`src/hdl/dedup_fifo_queue_macros.svh`:
```
// Assertion macros shared by the dedup FIFO queue RTL.
`ifndef DEDUP_FIFO_QUEUE_MACROS_SVH
`define DEDUP_FIFO_QUEUE_MACROS_SVH
`ifndef ASSERT_OFF
// Property must hold at every clock edge outside reset
`define DFQ_ASSERT(lbl, prop, msg) \
    lbl: assert property (@(posedge clk) disable iff (!rst_n) prop) else $error(msg);
// Condition must never be true outside reset
`define DFQ_ASSERT_NEVER(lbl, cond, msg) \
    lbl: assert property (@(posedge clk) disable iff (!rst_n) !(cond)) else $error(msg);
`else
`define DFQ_ASSERT(lbl, prop, msg)
`define DFQ_ASSERT_NEVER(lbl, cond, msg)
`endif
`endif

```
`src/hdl/dfq_pkg.sv`:
```
// Shared types and constants for the dedup FIFO queue.
`timescale 1ns / 1ps
package dfq_pkg;

    // Default geometry
    localparam int DEPTH_DEFAULT   = 16;
    localparam int ID_BITS_DEFAULT = 32;

    // Capacity register
    localparam int               CAP_BITS  = 5;
    localparam logic [CAP_BITS-1:0] CAP_RESET = 5'd16;

    // Operation codes (code three is ignored)
    typedef enum logic [1:0] {
        OP_PUSH   = 2'd0,
        OP_POP    = 2'd1,
        OP_LOOKUP = 2'd2
    } op_t;

    // Result status codes
    typedef enum logic [1:0] {
        ST_OK    = 2'd0,
        ST_FULL  = 2'd1,
        ST_DUP   = 2'd2,
        ST_EMPTY = 2'd3
    } status_t;

endpackage

```
`src/hdl/dedup_fifo_queue.sv`:
```
// Top level of the dedup FIFO queue: sequencer plus identifier storage.
`timescale 1ns / 1ps
// Bounded FIFO of call identifiers that refuses duplicates. Operations: push
// (status full once occupancy reaches capacity_limit, clamped to DEPTH; else
// duplicate if queued; else appended), pop (oldest identifier or empty) and
// lookup (found flag). One operation is in flight at a time. A push or lookup
// scans the stored entries from the head, at most entry_count (DEPTH worst
// case; the scan stops early at the first matching entry), then finishes; a
// pop reads the head entry, then finishes; a full push, empty pop or unused
// operation code finishes at once. The scan length is set by the single read
// port of the identifier memory, which returns one stored entry per cycle. A
// finished result sits in an output register, so a stalled result channel only
// holds the block once the next result is ready. cfg_ready is always high;
// write capacity_limit only while the block is idle.
module dedup_fifo_queue
    import dfq_pkg::*;
#(
    parameter int DEPTH   = DEPTH_DEFAULT,
    parameter int ID_BITS = ID_BITS_DEFAULT,
    localparam int ADDR_BITS = $clog2(DEPTH),
    localparam int CNT_BITS  = $clog2(DEPTH + 1)
)
(
    input  logic                clk,
    input  logic                rst_n,
    input  logic                in_valid,
    output logic                in_ready,
    input  logic [1:0]          operation,
    input  logic [ID_BITS-1:0]  call_id,
    output logic                out_valid,
    input  logic                out_ready,
    output logic [1:0]          status,
    output logic                found,
    output logic [ID_BITS-1:0]  popped_id,
    output logic [CNT_BITS-1:0] occupancy,
    input  logic                cfg_valid,
    output logic                cfg_ready,
    input  logic [CAP_BITS-1:0] cfg_data
);

    logic                 wr_en;
    logic [ADDR_BITS-1:0] wr_addr;
    logic [ID_BITS-1:0]   wr_data;
    logic                 rd_en;
    logic [ADDR_BITS-1:0] rd_addr;
    logic [ID_BITS-1:0]   rd_data;

    // Sequencer
    dfq_ctrl #(
        .DEPTH   (DEPTH),
        .ID_BITS (ID_BITS)
    ) u_ctrl (
        .clk       (clk),
        .rst_n     (rst_n),
        .in_valid  (in_valid),
        .in_ready  (in_ready),
        .operation (operation),
        .call_id   (call_id),
        .out_valid (out_valid),
        .out_ready (out_ready),
        .status    (status),
        .found     (found),
        .popped_id (popped_id),
        .occupancy (occupancy),
        .cfg_valid (cfg_valid),
        .cfg_ready (cfg_ready),
        .cfg_data  (cfg_data),
        .wr_en     (wr_en),
        .wr_addr   (wr_addr),
        .wr_data   (wr_data),
        .rd_en     (rd_en),
        .rd_addr   (rd_addr),
        .rd_data   (rd_data)
    );

    // Identifier ring
    dfq_store #(
        .DEPTH   (DEPTH),
        .ID_BITS (ID_BITS)
    ) u_store (
        .clk     (clk),
        .wr_en   (wr_en),
        .wr_addr (wr_addr),
        .wr_data (wr_data),
        .rd_en   (rd_en),
        .rd_addr (rd_addr),
        .rd_data (rd_data)
    );

endmodule

```
`src/hdl/dfq_store.sv`:
```
// Identifier ring storage: one write port, one read port, registered read data.
`timescale 1ns / 1ps
module dfq_store
    import dfq_pkg::*;
#(
    parameter int DEPTH   = DEPTH_DEFAULT,
    parameter int ID_BITS = ID_BITS_DEFAULT,
    localparam int ADDR_BITS = $clog2(DEPTH)
)
(
    input  logic                 clk,
    input  logic                 wr_en,
    input  logic [ADDR_BITS-1:0] wr_addr,
    input  logic [ID_BITS-1:0]   wr_data,
    input  logic                 rd_en,
    input  logic [ADDR_BITS-1:0] rd_addr,
    output logic [ID_BITS-1:0]   rd_data
);

    logic [ID_BITS-1:0] mem [DEPTH];

    // Synchronous write and read; read data holds between reads
    always_ff @(posedge clk)
    begin
        if (wr_en)
        begin
            mem[wr_addr] <= wr_data;
        end
        if (rd_en)
        begin
            rd_data <= mem[rd_addr];
        end
    end

endmodule

```
`src/hdl/dfq_ctrl.sv`:
```
// Queue sequencer: ring pointers, duplicate scan, result register and capacity.
`timescale 1ns / 1ps
`include "dedup_fifo_queue_macros.svh"
module dfq_ctrl
    import dfq_pkg::*;
#(
    parameter int DEPTH   = DEPTH_DEFAULT,
    parameter int ID_BITS = ID_BITS_DEFAULT,
    localparam int ADDR_BITS = $clog2(DEPTH),
    localparam int CNT_BITS  = $clog2(DEPTH + 1)
)
(
    input  logic                 clk,
    input  logic                 rst_n,
    // input channel
    input  logic                 in_valid,
    output logic                 in_ready,
    input  logic [1:0]           operation,
    input  logic [ID_BITS-1:0]   call_id,
    // result channel
    output logic                 out_valid,
    input  logic                 out_ready,
    output logic [1:0]           status,
    output logic                 found,
    output logic [ID_BITS-1:0]   popped_id,
    output logic [CNT_BITS-1:0]  occupancy,
    // configuration channel
    input  logic                 cfg_valid,
    output logic                 cfg_ready,
    input  logic [CAP_BITS-1:0]  cfg_data,
    // storage ports
    output logic                 wr_en,
    output logic [ADDR_BITS-1:0] wr_addr,
    output logic [ID_BITS-1:0]   wr_data,
    output logic                 rd_en,
    output logic [ADDR_BITS-1:0] rd_addr,
    input  logic [ID_BITS-1:0]   rd_data
);

    localparam int CMP_BITS = (CNT_BITS > CAP_BITS) ? CNT_BITS : CAP_BITS;

    typedef enum logic [3:0] {
        S_IDLE   = 4'b0001,
        S_SCAN   = 4'b0010,
        S_POP_RD = 4'b0100,
        S_FINISH = 4'b1000
    } state_t;

    function automatic logic [ADDR_BITS-1:0] ring_next(input logic [ADDR_BITS-1:0] p);
        ring_next = (p == ADDR_BITS'(DEPTH - 1)) ? '0 : p + 1'b1;
    endfunction

    state_t                state_reg, state_next;
    logic [1:0]            op_reg, op_next;
    logic [ID_BITS-1:0]    id_reg, id_next;
    logic [ADDR_BITS-1:0]  pos_reg, pos_next;
    logic [CNT_BITS-1:0]   n_reg, n_next;
    logic                  pend_reg, pend_next;
    logic                  hit_reg, hit_next;
    logic [ADDR_BITS-1:0]  head_reg, head_next;
    logic [ADDR_BITS-1:0]  tail_reg, tail_next;
    logic [CNT_BITS-1:0]   count_reg, count_next;
    logic [CAP_BITS-1:0]   cap_reg;
    logic                  out_valid_reg, out_valid_next;
    logic [1:0]            status_reg, status_next;
    logic                  found_reg, found_next;
    logic [ID_BITS-1:0]    popped_reg, popped_next;
    logic [CNT_BITS-1:0]   occ_reg, occ_next;

    logic full;
    logic match;
    logic issue;
    logic load;

    assign in_ready  = (state_reg == S_IDLE);
    assign cfg_ready = 1'b1;

    assign out_valid = out_valid_reg;
    assign status    = status_reg;
    assign found     = found_reg;
    assign popped_id = popped_reg;
    assign occupancy = occ_reg;

    // Full once count reaches capacity, clamped to the ring depth
    assign full = (CMP_BITS'(count_reg) >= CMP_BITS'(cap_reg))
                  || (count_reg == CNT_BITS'(DEPTH));

    // Scan pipeline: compare returning entry, issue next read if needed
    assign match = pend_reg && (rd_data == id_reg);
    assign issue = (state_reg == S_SCAN) && !match && (n_reg != count_reg);

    // Result register free or draining this cycle
    assign load = (state_reg == S_FINISH) && (!out_valid_reg || out_ready);

    // Storage access
    assign rd_en   = issue || (state_reg == S_POP_RD);
    assign rd_addr = (state_reg == S_POP_RD) ? head_reg : pos_reg;
    assign wr_en   = load && (op_reg == OP_PUSH) && !full && !hit_reg;
    assign wr_addr = tail_reg;
    assign wr_data = id_reg;

    // Next-state logic
    always_comb
    begin
        state_next     = state_reg;
        op_next        = op_reg;
        id_next        = id_reg;
        pos_next       = pos_reg;
        n_next         = n_reg;
        pend_next      = pend_reg;
        hit_next       = hit_reg;
        head_next      = head_reg;
        tail_next      = tail_reg;
        count_next     = count_reg;
        out_valid_next = out_valid_reg && !out_ready;
        status_next    = status_reg;
        found_next     = found_reg;
        popped_next    = popped_reg;
        occ_next       = occ_reg;

        case (state_reg)
            S_IDLE:
            begin
                if (in_valid)
                begin
                    op_next   = operation;
                    id_next   = call_id;
                    pos_next  = head_reg;
                    n_next    = '0;
                    pend_next = 1'b0;
                    hit_next  = 1'b0;
                    if (operation == OP_PUSH && full)
                    begin
                        state_next = S_FINISH;
                    end
                    else if (operation inside {OP_PUSH, OP_LOOKUP})
                    begin
                        state_next = S_SCAN;
                    end
                    else if (operation == OP_POP && count_reg != '0)
                    begin
                        state_next = S_POP_RD;
                    end
                    else
                    begin
                        state_next = S_FINISH;
                    end
                end
            end

            S_SCAN:
            begin
                hit_next  = hit_reg || match;
                pend_next = issue;
                if (issue)
                begin
                    pos_next = ring_next(pos_reg);
                    n_next   = n_reg + 1'b1;
                end
                else
                begin
                    state_next = S_FINISH;
                end
            end

            S_POP_RD:
            begin
                state_next = S_FINISH;
            end

            S_FINISH:
            begin
                if (load)
                begin
                    out_valid_next = 1'b1;
                    status_next    = ST_OK;
                    found_next     = 1'b0;
                    popped_next    = '0;
                    case (op_reg)
                        OP_PUSH:
                        begin
                            if (full)
                            begin
                                status_next = ST_FULL;
                            end
                            else if (hit_reg)
                            begin
                                status_next = ST_DUP;
                            end
                            else
                            begin
                                tail_next  = ring_next(tail_reg);
                                count_next = count_reg + 1'b1;
                            end
                        end
                        OP_POP:
                        begin
                            if (count_reg == '0)
                            begin
                                status_next = ST_EMPTY;
                            end
                            else
                            begin
                                popped_next = rd_data;
                                head_next   = ring_next(head_reg);
                                count_next  = count_reg - 1'b1;
                            end
                        end
                        OP_LOOKUP:
                        begin
                            found_next = hit_reg;
                        end
                        default:
                        begin
                            status_next = ST_OK;
                        end
                    endcase
                    occ_next   = count_next;
                    state_next = S_IDLE;
                end
            end

            default:
            begin
                state_next = S_IDLE;
            end
        endcase
    end

    // Control registers
    always_ff @(posedge clk or negedge rst_n)
    begin
        if (!rst_n)
        begin
            state_reg     <= S_IDLE;
            pend_reg      <= 1'b0;
            head_reg      <= '0;
            tail_reg      <= '0;
            count_reg     <= '0;
            cap_reg       <= CAP_RESET;
            out_valid_reg <= 1'b0;
        end
        else
        begin
            state_reg     <= state_next;
            pend_reg      <= pend_next;
            head_reg      <= head_next;
            tail_reg      <= tail_next;
            count_reg     <= count_next;
            out_valid_reg <= out_valid_next;
            if (cfg_valid)
            begin
                cap_reg <= cfg_data;
            end
        end
    end

    // Payload registers
    always_ff @(posedge clk)
    begin
        op_reg     <= op_next;
        id_reg     <= id_next;
        pos_reg    <= pos_next;
        n_reg      <= n_next;
        hit_reg    <= hit_next;
        status_reg <= status_next;
        found_reg  <= found_next;
        popped_reg <= popped_next;
        occ_reg    <= occ_next;
    end

    // Checks
    `DFQ_ASSERT_NEVER(a_count_bound, count_reg > CNT_BITS'(DEPTH), "entry count above depth")
    `DFQ_ASSERT_NEVER(a_rd_wr_overlap, rd_en && wr_en, "read and write in the same cycle")
    `DFQ_ASSERT(a_count_at_finish, (count_reg != $past(count_reg)) |-> ($past(state_reg) == S_FINISH), "count moved outside finish")
    `DFQ_ASSERT(a_pend_in_scan, pend_reg |-> (state_reg == S_SCAN), "read pending outside scan")

endmodule
```
`config.mk`:
```
export PLATFORM = sky130hd
export DESIGN_NAME = dedup_fifo_queue
export DESIGN_NICKNAME = d
export VERILOG_FILES = /design/src/hdl/dfq_pkg.sv /design/src/hdl/dedup_fifo_queue.sv /design/src/hdl/dfq_store.sv /design/src/hdl/dfq_ctrl.sv
export VERILOG_INCLUDE_DIRS = /design/src /design/src/hdl
export SDC_FILE = /design/constraint.sdc
export NUM_CORES = 1
export LEC_CHECK = 0
export ABC_AREA = 1
export BUFFER_PORTS_ARGS = -buffer_cell sky130_fd_sc_hd__buf_2
export CAP_MARGIN = 20
export CORE_MARGIN = 5
export CORE_UTILIZATION = 54
export CTS_BUF_LIST = sky130_fd_sc_hd__clkbuf_8
export DETAILED_ROUTE_END_ITERATION = 10
export PLACE_DENSITY = 0.77
export SYNTH_ARGS = -nofsm -noshare
export SYNTH_HDL_FRONTEND = slang
export SYNTH_SLANG_ARGS = --single-unit
```
`constraint.sdc`:
```
create_clock -name clk -period 4.2 [get_ports clk]
set_input_delay 0.21 -clock clk [delete_from_list [all_inputs] [get_ports clk]]
set_output_delay 0.21 -clock clk [all_outputs]
set_load 0.01 [all_outputs]
```
==> results.yml <==
synthesis:
  synth-seq-area-share_pct: 71.4
  ys_top_cells_by_count: "edfxtp_1, nand2_1, inv_1, nand3_1, o211ai_1"
  ys.flop_type: "edfxtp_1"
  synth.area.top_cells: "edfxtp_1, nand2_1, o211ai_1"
  synthesis.area_per_instance_um2: 12.0
  synth_nets: 2325
  synth.most_common_cell: "edfxtp_1"
  post-synth-top-area-cell: "edfxtp_1"
  syn-cell-area_um2: 27300
  synth_edf_count: 628
  synth_seq_cells: 652
  share_of_yosys_cell_area_claimed_by_the_top_area_cell_type_pct: 69.2
  yosys.cell_types.count: 35
  asyncSetResetFlopFracSynth_pct: 3.68
  count_of_warnings_emitted_by_yosys: 0
  syn_inst: 2266
drt:
  remaining_drc_errors: 0
  wl_mm: 65.6
  first_iter_violations: 2258
  detailed_routing_iteration_count_for_the_pre_antenna_repair_pass: 6
  ant_nets_after_route: 0
  via_count: 17800
  vias_per_cell: 5.57
  routed_wire_length_per_instance_um: 20.5
worst_setup_path:
  worstPathMaxFanout: 32
  max_stage_delay_ns: 0.70
  critPathLaunchType: "flop"
  critPathCaptureType: "flop"
  cp.required_ns: 4.39
  worst_ep_arrival_time_ns: 3.71
  crit_top_cell: "nand2_1"
  worst_path_max_delay_cell: "edfxtp_1"
  worstReg2RegStart: "u_ctrl.wr_data[27]$_DFFE_PP_"
  timing.critical_path.cells: "nand2_1 > nand2_1 > inv_1 > nand2_1 > nor2_1 > nand2_1 > nor2_1 > nand3_1 > nand2_1 > nand2_2"
  cp-startpoint: "u_ctrl.wr_data[27]$_DFFE_PP_"
  critPathBufInv: 1
  path_delay_family: "simple AND/OR/NAND/NOR gates"
  setup.worst_path.class: "reg -> reg"
flow_run:
  drv.max_cap_violation_count: 0
clock_tree:
  clock-root-buffer: "clkbuf_8"
  clkSinkCount: 652
  post_cts_resize_count: 0
  insertion_delay_ns: 0.73
  tritoncts: "yes"
  cts.repair_timing.setup_buffer_count: 0
  maximum_root_to_sink_buffer_count: 3
  htree_levels: 3
  cts.clk_slew.worst_paths_ns: 0.06
  cts_buffers: 102
die:
  die_h_um: 235
  die-area_um2: 55100
  rows: 82
  start_util_pct: 54.5
  io_pins: 87
  core_um2: 50100
  fp.dieW_um: 235
layout:
  nNetsFinal: 2499
  flow.area_growth_from_synthesis_pct: 13.7
  n_antenna_cell: 0
  post_route_cells_drive_above_1_share_pct: 11.9
  top_register: "u_store.mem"
  largest_register_ffs: 512
  multiInputGateArea_um2: 6080
  seqCellArea_um2: 19500
  fillers: 3707
  fin_area_um2: 31000
timing:
  worstMarginPinSlew_ns: 1.09
  setup_violations: 0
  fin_hold_viols: 0
  final_min_period_over_clock_period_pct: 83.8
  timing.fmax_mhz: 284
  slew_headroom_pct: 27.2
  fin_worst_skew_ns: 0.0569
  setup-tns-final_ns: 0
  fin_crit_ns: 3.52
  slew_viol_final: 0
  grt_setup_unrepaired: "no"
  post-route-worst-setup-slack_ns: 0.681
placement:
  gp_routability_congestion: 0.891
  post_dp_hpwl_mm: 38.6
  place_worst_setup_slack_ns: 0.826
  dpl_cell_area_um2: 28500
  count_of_port_buffers_added_during_placement: 85
global_routing:
  first_global_vias: 17700
  overflow: 0
  grt_max_degree: 129
  grt.total_usage_pct: 23.5
  grt_pass1_wl_mm: 101
  initial_antenna_violation_count: 0
power:
  p_leak_nw: 12.2
  vdd.ir_drop.worst_mv: 0.381
  power-per-cell-area_nw_per_um2: 597
worst_hold_path:
  hold_path.class: "in -> async"
status:
  status: "finished clean"
-- metal layers --
| layer | vias to the layer above | GRT usage [%] | part of all wire, % |
|---|---|---|---|
| met2 | 973 | 37.6 | 47 |
| met3 | 134 | 4.55 | 10 |
| met5 | - | 0 | 0 |
| li1 | 8212 | - | - |
| met4 | 0 | 9.29 | 3.3 |
| met1 | 8498 | 32.2 | 39 |
-- layout by cell type, fill, tap and decap left out, types with 5 or more instances in the layout --
master and instances:
dlygate4sd3_1 51, buf_2 85, nor2_1 59, o211ai_1 224, xor2_1 13, ha_1 15, buf_12 10, nand4_1 6
edfxtp_1 628, clkinv_2 15, clkbuf_8 108, inv_2 5, a21oi_1 8, nand2_1 541, nor2_4 16, inv_1 365
dfrtp_1 22, xnor2_1 11, clkinv_1 19, buf_4 37, o21ai_0 26, nand3_1 224
-- worst paths after layout --
kind                                              endpoint  cells after the start  slack, ns
setup / recovery             u_store.rd_data[20]$_DFFE_PP_                     10       0.68
hold / removal               u_ctrl.wr_addr[0]$_DFFE_PN0P_                      2       0.09
setup reg to reg             u_store.rd_data[20]$_DFFE_PP_                     10       0.68
hold reg to reg                 u_ctrl.out_valid$_DFF_PN0_                      2       0.53
max in group asynchronous  u_ctrl.count_reg[3]$_DFFE_PN0P_                      2       3.68
min in group clk              u_ctrl.wr_data[15]$_DFFE_PP_                      2       0.20
-- timing repair --
item | CTS | global route
hold buffers | 51 | 0
endpoints found under the setup margin | 0 | 0
hold endpoints to repair | 70 | 0
-- layout make-up --
cell class	instances	area share (%)
flip-flops and latches	652	62.8
multi-input cells	1171	19.6
clock buffers	108	4.79
repair buffers	183	4.56
inverters	330	4.00
well taps	672	2.71
clock inverters	84	1.56
-- logic make-up after synthesis --
family | synth area share, %
AOI/OAI and AO/OA | 7.10
xor gates and xnor gates | 0.771
adders and majority gates | 0.688
buffers and inverters | 6.93
DFF | 71.4
muxes | 0.0413
other | 0.0138
and+or+nand+nor | 13.1
-- stage by stage --
| stage | power [mW] | hold slack, ns | utilization (%) | instances |
|---|---|---|---|---|
| detailed placement | 13.4 | 0.262 | 57.0 | 2957 |
| global placement | 13.2 | 0.251 | 57.0 | 2957 |
| global route | 19.4 | 0.141 | 61.9 | 3200 |
| floorplan | 11.8 | -0.0856 | - | 2266 |
| CTS | 18.5 | 0.0778 | 61.9 | 3200 |
| finish | 18.5 | 0.0851 | 61.9 | 3200 |
-- where the power goes --
| group | switching [mW] | internal, mW | total, mW | leakage (nW) |
|---|---|---|---|---|
| combinational | 3.53 | 1.52 | 5.06 | 5.04 |
| sequential | 0.459 | 7.88 | 8.34 | 5.97 |
| clock | 2.50 | 2.60 | 5.11 | 1.17 |
Note: power is estimated with default switching activity, not from simulation.
